File: src/sv/crcdf_pkg.sv
package crcdf_pkg;

	localparam logic [31:0] FRAME_MAGIC   = 32'h3150_4847;
	localparam logic [15:0] FRAME_VERSION = 16'd1;
	localparam logic [31:0] CRC_POLY      = 32'hEDB8_8320;
	localparam logic [31:0] CRC_INIT      = 32'hFFFF_FFFF;
	localparam int unsigned FIELD_LEN_W   = 27;
	localparam int unsigned HDR_BYTES     = 16;
	localparam logic [FIELD_LEN_W-1:0] MAX_RESET     = 27'h400_0000;
	localparam logic [31:0]            FIELD_LEN_MAX = 32'h07FF_FFFF;

	typedef enum logic [1:0] {
		PH_HEADER  = 2'd0,
		PH_PAYLOAD = 2'd1,
		PH_TRAILER = 2'd2
	} phase_t;

	typedef enum logic [1:0] {
		KIND_PAYLOAD = 2'd0,
		KIND_ACCEPT  = 2'd1,
		KIND_REJECT  = 2'd2
	} kind_t;

	typedef enum logic [2:0] {
		ST_OK        = 3'd0,
		ST_MAGIC     = 3'd1,
		ST_VERSION   = 3'd2,
		ST_TOO_LARGE = 3'd3,
		ST_CRC       = 3'd4
	} status_t;

	typedef struct packed {
		kind_t                  kind;
		logic [7:0]             data;
		logic [15:0]            opcode;
		logic [31:0]            sequence_res;
		logic [FIELD_LEN_W-1:0] payload_length;
		status_t                status;
	} res_t;

	// reflected CRC-32, one byte, bitwise unrolled
	function automatic logic [31:0] crc_byte(input logic [31:0] c_in, input logic [7:0] b);
		logic [31:0] c;
		c = c_in ^ {24'd0, b};
		for (int k = 0; k < 8; k++) begin
			c = (c >> 1) ^ (c[0] ? CRC_POLY : 32'd0);
		end
		return c;
	endfunction

endpackage

File: src/sv/crc32_frame_deframer_unit.sv
// channel  | dir | tdata (low bit up)                                   | tuser
// s_axis   | in  | byte_in[7:0]                                         | -
// m_axis   | out | data, opcode, sequence_res, payload_length, status   | kind
// cfg_wr   | in  | max_payload_bytes[26:0] on cfg_wr_data              | -
//
// One byte is taken per cycle while s_axis_tready is high; all parsing and the bytewise
// CRC update happen in the cycle the byte is accepted, and the result word is registered.
// A two-entry output (register plus skid) lets input flow while a result waits;
// s_axis_tready drops only when both entries are full.
// arst_n clears phase, counters and the output valids, sets the CRC to CRC_INIT and the limit to MAX_RESET.
module crc32_frame_deframer_unit
	import crcdf_pkg::*;
#(
	parameter int LENGTH_BITS = 27
) (
	input  logic        clk,
	input  logic        arst_n,
	input  logic        s_axis_tvalid,
	output logic        s_axis_tready,
	input  logic [7:0]  s_axis_tdata,   // byte_in
	output logic        m_axis_tvalid,
	input  logic        m_axis_tready,
	output logic [87:0] m_axis_tdata,   // data, opcode, sequence_res, payload_length, status, pad
	output logic [1:0]  m_axis_tuser,   // kind
	input  logic        cfg_wr_en,
	input  logic [FIELD_LEN_W-1:0] cfg_wr_data  // max_payload_bytes
);

	localparam logic [32:0] LEN_LIMIT = (33'd1 << LENGTH_BITS) - 33'd1;

	phase_t                  ph_q, ph_d;
	logic [LENGTH_BITS-1:0]  cnt_q, cnt_d;
	logic [LENGTH_BITS-1:0]  len_q, len_d;
	logic [31:0]             crc_q, crc_d, crc_nx;
	logic [23:0]             rcv_q, rcv_d;
	logic [7:0]              hdr_q [HDR_BYTES];
	logic [7:0]              hv [HDR_BYTES];
	logic [FIELD_LEN_W-1:0]  max_q;
	logic                    hdr_we;

	logic [7:0]  b;
	logic        in_fire, out_fire, hdr_last, crc_good;
	logic [31:0] magic, seqn, len;
	logic [15:0] ver, opc;
	status_t     hdr_status;
	logic [LENGTH_BITS:0] cnt_inc;

	res_t res;
	logic res_valid;
	res_t out_q, sk_q;
	logic sk_valid_q, m_valid_q;

	assign b        = s_axis_tdata;
	assign in_fire  = s_axis_tvalid && s_axis_tready;
	assign out_fire = m_valid_q && m_axis_tready;
	assign hdr_last = (ph_q == PH_HEADER) && (cnt_q[3:0] == 4'd15);
	assign crc_nx   = crc_byte(crc_q, b);
	assign cnt_inc  = {1'b0, cnt_q} + {{LENGTH_BITS{1'b0}}, 1'b1};
	assign crc_good = (~crc_q) == {b, rcv_q};

	always_comb begin
		for (int k = 0; k < HDR_BYTES; k++) begin
			hv[k] = hdr_q[k];
		end
		if (hdr_last) begin
			hv[15] = b;
		end
	end

	assign magic = {hv[3], hv[2], hv[1], hv[0]};
	assign ver   = {hv[5], hv[4]};
	assign opc   = {hv[7], hv[6]};
	assign seqn  = {hv[11], hv[10], hv[9], hv[8]};
	assign len   = {hv[15], hv[14], hv[13], hv[12]};

	always_comb begin
		if (magic != FRAME_MAGIC) begin
			hdr_status = ST_MAGIC;
		end else if (ver != FRAME_VERSION) begin
			hdr_status = ST_VERSION;
		end else if (len > {5'd0, max_q} || {1'b0, len} > LEN_LIMIT) begin
			hdr_status = ST_TOO_LARGE;
		end else begin
			hdr_status = ST_OK;
		end
	end

	// next state
	always_comb begin
		ph_d   = ph_q;
		cnt_d  = cnt_q;
		crc_d  = crc_q;
		rcv_d  = rcv_q;
		len_d  = len_q;
		hdr_we = 1'b0;
		case (ph_q)
			PH_PAYLOAD: begin
				crc_d = crc_nx;
				if (cnt_inc >= {1'b0, len_q}) begin
					ph_d  = PH_TRAILER;
					cnt_d = '0;
				end else begin
					cnt_d = cnt_inc[LENGTH_BITS-1:0];
				end
			end
			PH_TRAILER: begin
				case (cnt_q[1:0])
					2'd0: rcv_d[7:0]   = b;
					2'd1: rcv_d[15:8]  = b;
					2'd2: rcv_d[23:16] = b;
					default: rcv_d = rcv_q;
				endcase
				if (cnt_q[1:0] == 2'd3) begin
					ph_d  = PH_HEADER;
					cnt_d = '0;
					crc_d = CRC_INIT;
				end else begin
					cnt_d = cnt_inc[LENGTH_BITS-1:0];
				end
			end
			default: begin
				hdr_we = 1'b1;
				crc_d  = crc_nx;
				if (hdr_last) begin
					cnt_d = '0;
					if (hdr_status != ST_OK) begin
						ph_d  = PH_HEADER;
						crc_d = CRC_INIT;
					end else begin
						ph_d  = (len == 32'd0) ? PH_TRAILER : PH_PAYLOAD;
						len_d = len[LENGTH_BITS-1:0];
					end
				end else begin
					cnt_d = cnt_inc[LENGTH_BITS-1:0];
				end
			end
		endcase
	end

	// result word
	always_comb begin
		res.opcode         = opc;
		res.sequence_res   = seqn;
		res.payload_length = (len > FIELD_LEN_MAX) ? FIELD_LEN_MAX[FIELD_LEN_W-1:0]
		                                           : len[FIELD_LEN_W-1:0];
		res.data   = 8'd0;
		res.kind   = KIND_REJECT;
		res.status = ST_OK;
		res_valid  = 1'b0;
		case (ph_q)
			PH_PAYLOAD: begin
				res_valid = 1'b1;
				res.kind  = KIND_PAYLOAD;
				res.data  = b;
			end
			PH_TRAILER: begin
				res_valid  = (cnt_q[1:0] == 2'd3);
				res.kind   = crc_good ? KIND_ACCEPT : KIND_REJECT;
				res.status = crc_good ? ST_OK : ST_CRC;
			end
			default: begin
				res_valid  = hdr_last && (hdr_status != ST_OK);
				res.status = hdr_status;
			end
		endcase
	end

	always_ff @(posedge clk or negedge arst_n) begin
		if (!arst_n) begin
			ph_q  <= PH_HEADER;
			cnt_q <= '0;
			crc_q <= CRC_INIT;
			rcv_q <= '0;
			len_q <= '0;
		end else if (in_fire) begin
			ph_q  <= ph_d;
			cnt_q <= cnt_d;
			crc_q <= crc_d;
			rcv_q <= rcv_d;
			len_q <= len_d;
		end
	end

	always_ff @(posedge clk) begin
		if (in_fire && hdr_we) begin
			hdr_q[cnt_q[3:0]] <= b;
		end
	end

	always_ff @(posedge clk or negedge arst_n) begin
		if (!arst_n) begin
			max_q <= MAX_RESET;
		end else if (cfg_wr_en) begin
			max_q <= cfg_wr_data;
		end
	end

	// output register plus skid entry
	always_ff @(posedge clk or negedge arst_n) begin
		if (!arst_n) begin
			m_valid_q  <= 1'b0;
			sk_valid_q <= 1'b0;
		end else if (sk_valid_q) begin
			if (out_fire) begin
				sk_valid_q <= 1'b0;
			end
		end else if (in_fire && res_valid) begin
			if (m_valid_q && !m_axis_tready) begin
				sk_valid_q <= 1'b1;
			end else begin
				m_valid_q <= 1'b1;
			end
		end else if (out_fire) begin
			m_valid_q <= 1'b0;
		end
	end

	always_ff @(posedge clk) begin
		if (sk_valid_q) begin
			if (out_fire) begin
				out_q <= sk_q;
			end
		end else if (in_fire && res_valid) begin
			if (m_valid_q && !m_axis_tready) begin
				sk_q <= res;
			end else begin
				out_q <= res;
			end
		end
	end

	assign s_axis_tready = !sk_valid_q;
	assign m_axis_tvalid = m_valid_q;
	assign m_axis_tuser  = out_q.kind;
	assign m_axis_tdata  = {2'b00, out_q.status, out_q.payload_length, out_q.sequence_res,
	                        out_q.opcode, out_q.data};

	a_skid_implies_out: assert property (@(posedge clk) disable iff (!arst_n)
		sk_valid_q |-> m_valid_q)
		else $error("skid entry full while output register empty");

	a_payload_result: assert property (@(posedge clk) disable iff (!arst_n)
		(in_fire && ph_q == PH_PAYLOAD) |=> m_valid_q)
		else $error("payload byte produced no output word");

	a_trailer_count: assert property (@(posedge clk) disable iff (!arst_n)
		(ph_q == PH_TRAILER) |-> (cnt_q < 4))
		else $error("trailer count out of range");

	a_header_count: assert property (@(posedge clk) disable iff (!arst_n)
		(ph_q == PH_HEADER) |-> (cnt_q < HDR_BYTES))
		else $error("header count out of range");

endmodule

File: config.mk
export PLATFORM = sky130hd
export DESIGN_NAME = crc32_frame_deframer_unit
export DESIGN_NICKNAME = d
export VERILOG_FILES = /design/src/sv/crcdf_pkg.sv /design/src/sv/crc32_frame_deframer_unit.sv
export SDC_FILE = /design/constraint.sdc
export NUM_CORES = 1
export LEC_CHECK = 0
export BUFFER_PORTS_ARGS = -buffer_cell sky130_fd_sc_hd__clkbuf_2
export CAP_MARGIN = 20
export CORE_UTILIZATION = 55
export CTS_BUF_LIST = sky130_fd_sc_hd__clkbuf_8
export CTS_CLUSTER_DIAMETER = 40
export DETAILED_ROUTE_END_ITERATION = 16
export PLACE_DENSITY = 0.76
export SYNTH_ARGS = -nofsm -noshare
export SYNTH_HDL_FRONTEND = slang
export SYNTH_SLANG_ARGS = --single-unit
File: constraint.sdc
create_clock -name clk -period 9.9 [get_ports clk]
set_input_delay 0.495 -clock clk [delete_from_list [all_inputs] [get_ports clk]]
set_output_delay 0.495 -clock clk [all_outputs]
set_load 0.01 [all_outputs]
======== Word level (Yosys, flattened, before mapping) ========
Memories as Yosys holds them, arrays and structs flattened.
Cells that the tools add are included.
cells by class
  add/subtract/negate cells ............... 1
  order comparisons ....................... 4
  equal/unequal tests ..................... 14
  mux-type cells .......................... 47
  bitwise logic cells ..................... 13
  reduce and logical (&&, ||, !) cells .... 27
operator list
  kind                                                                    number
  32-bit 2-to-1 mux                                                       11
  88-bit 2-to-1 mux                                                       4
  31-bit by 32-bit bitwise XOR with 32-bit output                         8
  27-bit 2-to-1 mux                                                       4
  32-bit by 27-bit > comparator with 1-bit output, second input constant  2
  32-bit one-hot mux with 2 select lines                                  1
  27-bit one-hot mux with 2 select lines                                  1
  32-bit equality test                                                    1
  32-bit by 27-bit > comparator with 1-bit output                         1
  32-bit zero test                                                        1
  32-bit by 30-bit != test with 1-bit output, second input constant       1
  32-bit NOT                                                              1
  32-bit by 8-bit bitwise XOR with 32-bit output                          1
  27-bit by 1-bit adder with 28-bit output, second input constant         1
  28-bit by 27-bit >= comparator with 1-bit output                        1
  2-bit 2-to-1 mux                                                        9
  3-bit AND reduction                                                     6
  8-bit 2-to-1 mux                                                        2
  16-bit by 1-bit != test with 1-bit output, second input constant        1
  1-bit 2-to-1 mux                                                        10
  2-bit != test, second input constant                                    5
  2-bit one-hot mux with 2 select lines                                   2
  4-bit AND reduction                                                     2
  1-bit logical AND                                                       7
  14 further kinds                                                        23
word-level totals
  register bits after elaboration ......... 317
  memory bits (writable) .................. 128
  input bits .............................. 40
  output and inout bits ................... 92
  logic and storage cells ................. 129
  memories ................................ 1
memory list
  memory  depth  bits a word  rd ports  clocked after Yosys merged registers in  wr ports  RTL line                         text
  hdr_q   16     8            16        0                                        1         crc32_frame_deframer_unit.sv:36  logic [7:0] hdr_q [HDR_BYTES];

======== Longest topological paths before layout ========
  depth in word-level cells ............... 20
  mapped depth ............................ 17
  depth with buffers taken out ............ 15

======== Worst setup path before layout ========
Ideal clock, no wire load.
  kind .................................... reg-to-reg
  from .................................... reg cnt_q[0]
  to ...................................... reg out_q, in the netlist m_axis_tdata[0], enable pin
  arrival ................................. 8.888 ns
  required time ........................... 9.244 ns
  path slack .............................. 0.357 ns
  stages on the path, launching flop included .. 12
  path through ............................ dfrtp_1 > ha_1 > nand4_2 > mux2_2 > ha_1 > nand4_1 > nor4_1 > o21ai_1 > a21oi_1 > nor4_4 > clkbuf_1 > o21ai_0
RTL lines
  what                      RTL line                          text
  start: declaration        crc32_frame_deframer_unit.sv:32   logic [LENGTH_BITS-1:0] cnt_q, cnt_d;
  start signal: assignment  crc32_frame_deframer_unit.sv:177  cnt_q <= cnt_d;
  end signal: assignment    crc32_frame_deframer_unit.sv:221  out_q <= sk_q;
  end signal: assignment    crc32_frame_deframer_unit.sv:227  out_q <= res;
  end: declaration          crc32_frame_deframer_unit.sv:50   res_t out_q, sk_q;

==> out/qor.yml <==
drt:
  avgRoutedWirePerCell_microns: 20.5
  ant_nets: 0
  first_iter_violations: 966
  postRouteWirelength_microns: 42600
  routed-via-count: 11900
  post-route-drc-count: 0
  drtPass1Iterations: 5
  via_per_inst: 5.70
floorplan:
  start_util_pct: 56.1
  die_h_microns: 190
  die-area_sq_um: 36200
  die_w_microns: 190
  row_count: 68
  core_area_sq_um: 34700
  ioPinCount: 132
outcome:
  status: "finished, final reports clean"
critical_path:
  setup.worst_path.start_class: "register"
  path_cells: "ha_1, nand4_2, mux2i_1, inv_1, ha_1, nand4_1, nor4_1, o21ai_1, a21oi_1, nor4_4, buf_4, o21ai_4, buf_4"
  critPathKind: "register to register"
  critPathRequiredTime_ns: 10.12
  crit_fanout: 61
  cpPeakStageDelay_ns: 0.76
  arrival_ns: 5.56
  cp-end-kind: "register"
  cpMaxStageDelayCell: "o21ai_4"
sta:
  skew_ns: 0.0399
  maxSlewHeadroom_pct: 28.6
  setup_viol: 0
  rsz0062_at_grt: "no"
  tightest_slew_ns: 1.07
  finalSetupTns_ns: 0
  fin_crit_sh_pct: 53.9
  fin_crit_ns: 5.34
  fmax_mhz: 187
  finalMaxSlewViolations: 0
  hold_violations: 0
pwr:
  total_power_w: 0.00576
  leakagePower_nw: 8.43
  power.density_nw_per_um2: 261
  peakVddDrop_uv: 142
final_layout:
  n_antenna_cell: 0
  final_area_sq_um: 22100
  drive_gt1_share_pct: 27.4
  final_nets: 1669
  seq_area_sq_um: 12700
  multiInputGateArea_sq_um: 6280
  finish.utilization_pct: 63.5
  fill_cells: 2506
  area.growth.synth_to_final_pct: 13.2
grt:
  grt-ovfl-total: 0
  grt_pass1_wl_microns: 66500
  grt_pass1_vias: 11900
  antenna_found_initial: 0
  grt_max_degree: 79
  grtUsageTotal_pct: 24.1
yosys:
  ys_ff_latch: 445
  synthArstFlopShare_pct: 31.7
  yosysUniqueCellTypes: 61
  synth_edf_count: 304
  syn_inst: 1400
  synth_seq_area_share_pct: 65.2
  avgSynthCellArea_sq_um: 13.9
  yosys_warnings: 0
  synth_area_sq_um: 19500
  synthFlopType: "edfxtp_1"
worst_hold_path:
  hold_path_class: "input pin to register"
placed_design:
  dpl.hpwl_microns: 27800
  gp_congestion: 0.869
  io_buffers: 129
  postPlaceCellArea_sq_um: 20600
clocking:
  cts_buffers: 72
  clockBufferDepth: 3
  clkTransAtPathRegs_ns: 0.06
  ctsRootBufferMaster: "clkbuf_8"
  cts_resized: 0
  cts_tree: "done"
  insertion_delay_ns: 0.62
  cts_max_level: 3
  cts.sinks: 445
flow_run:
  maxCapViolations: 0
-- per-stage QoR --
stage	worst slack, ns	hold WS [ns]	instances
floorplan	0.357	0.199	1401
global placement	4.87	0.427	1946
detailed placement	4.57	0.434	1946
CTS	4.55	0.0783	2080
global route	4.15	0.0979	2081
finish	4.56	0.108	2081
-- area by class of cell --
class                           count  share of cell area (%)
Clock buffer                       77                    4.80
Clock inverter                     56                    1.63
Inverter                           75                    1.28
Multi-Input combinational cell    824                    28.5
Sequential cell                   445                    57.6
Tap cell                          455                    2.58
Timing Repair Buffer              149                    3.66
-- what timing repair did --
| action | 4_1_cts | 5_1_grt |
|---|---|---|
| endpoints found under the setup margin | 0 | 0 |
| endpoints found under the hold margin | 68 | 0 |
| hold buffers | 1 | 0 |
| buffers inserted | 0 | 0 |
-- cells in the mapped netlist, drive strengths merged (3+ instances only) --
cell / instances / area [sq um]
edfxtp: 304 / 9130
mux2: 136 / 1600
dfrtp: 108 / 2700
nand2: 105 / 394
o21ai: 98 / 490
xnor2: 95 / 832
inv: 75 / 282
ha: 62 / 776
nor2: 43 / 161
clkbuf: 42 / 158
dfstp: 33 / 867
a22oi: 31 / 233
nand3: 29 / 145
or2: 28 / 175
xor2: 26 / 254
nand4: 25 / 163
nor4: 21 / 146
a21oi: 19 / 95.1
buf: 15 / 106
nor3: 11 / 65.1
a21o: 10 / 82.6
and2: 10 / 62.6
mux2i: 7 / 70.1
o22ai: 7 / 43.8
a31oi: 6 / 37.5
a211oi: 5 / 37.5
and3: 5 / 31.3
and4: 5 / 43.8
nand2b: 5 / 31.3
nor4b: 5 / 43.8
o211ai: 4 / 30.0
o31ai: 3 / 22.5
or4: 3 / 26.3
-- per-layer routing --
metal / GRT usage (%) / wire length (microns)
met5: 0 / 0
met3: 5.19 / 3570
met2: 37.4 / 19800
met1: 33.9 / 18200
met4: 8.25 / 1000
-- flip-flops by register name, summed over array words and instances, names as in the netlist --
name	cells
hdr_q	128
sk_q	88
m_axis_tdata	86
crc_q	32
cnt_q	27
len_q	27
max_q	27
rcv_q	24
m_axis_tuser	2
ph_q	2
m_axis_tvalid	1
sk_valid_q	1
-- layout by cell type, fill, tap and decap left out, types with 6 or more instances in the layout --
| master | count |
|---|---|
| a21o_1 | 9 |
| a21oi_1 | 18 |
| a22oi_1 | 31 |
| and2_1 | 10 |
| buf_4 | 18 |
| clkbuf_2 | 128 |
| clkbuf_8 | 77 |
| clkinv_1 | 13 |
| clkinv_2 | 6 |
| dfrtp_1 | 107 |
| dfstp_2 | 33 |
| edfxtp_1 | 304 |
| ha_1 | 62 |
| inv_1 | 101 |
| mux2_1 | 7 |
| mux2_2 | 111 |
| mux2_4 | 18 |
| mux2i_1 | 7 |
| nand2_1 | 105 |
| nand3_1 | 29 |
| nand4_1 | 24 |
| nor2_1 | 42 |
| nor3_1 | 9 |
| nor4_1 | 20 |
| o21ai_0 | 94 |
| o22ai_1 | 7 |
| or2_2 | 26 |
| xnor2_1 | 95 |
| xor2_1 | 24 |
-- power by group --
group / total, W / internal, W / switching, W
Sequential: 0.00252 / 0.00234 / 0.000182
Clock: 0.00156 / 0.000832 / 0.000724
Combinational: 0.00168 / 0.000761 / 0.000919
-- logic make-up (layout without fill, tap and decap cells) --
| family | after synthesis | count (layout) | share of synthesized area, % |
|---|---|---|---|
| simple gates | 305 | 305 | 8.04 |
| fa+ha+maj | 62 | 62 | 3.98 |
| flops | 445 | 445 | 65.2 |
| buf+inv | 132 | 357 | 2.80 |
| other cells | 1 | 2 | 0.0192 |
| compound gates | 191 | 191 | 5.86 |
| xor+xnor | 121 | 121 | 5.57 |
| mux | 143 | 143 | 8.57 |
-- worst paths after layout --
kind	start	end	slack, ns	depth (start not counted)
worst min-delay path	cfg_wr_data[8]	max_q[8]	0.11	3
max in group asynchronous	arst_n	rcv_q[6]	8.03	3
worst max-delay path	cnt_q[0]	m_axis_tdata[75]	4.56	13
min in group asynchronous	arst_n	cnt_q[15]	0.47	2
worst min register to register	hdr_q[11][1]	sk_q[55]	0.44	0
worst max register to register	cnt_q[0]	m_axis_tdata[75]	4.56	13
-- critical path, delay by kind of cell, from the launching register on --
family / cells / cell delay (ns)
AOI/OAI and AO/OA: 3 / 1.36
adders and majority gates: 2 / 0.65
buffers and inverters: 3 / 1.13
DFF: 1 / 0.46
muxes: 1 / 0.38
and+or+nand+nor: 4 / 0.89
No activity file was read; power rests on OpenSTA's default activity.
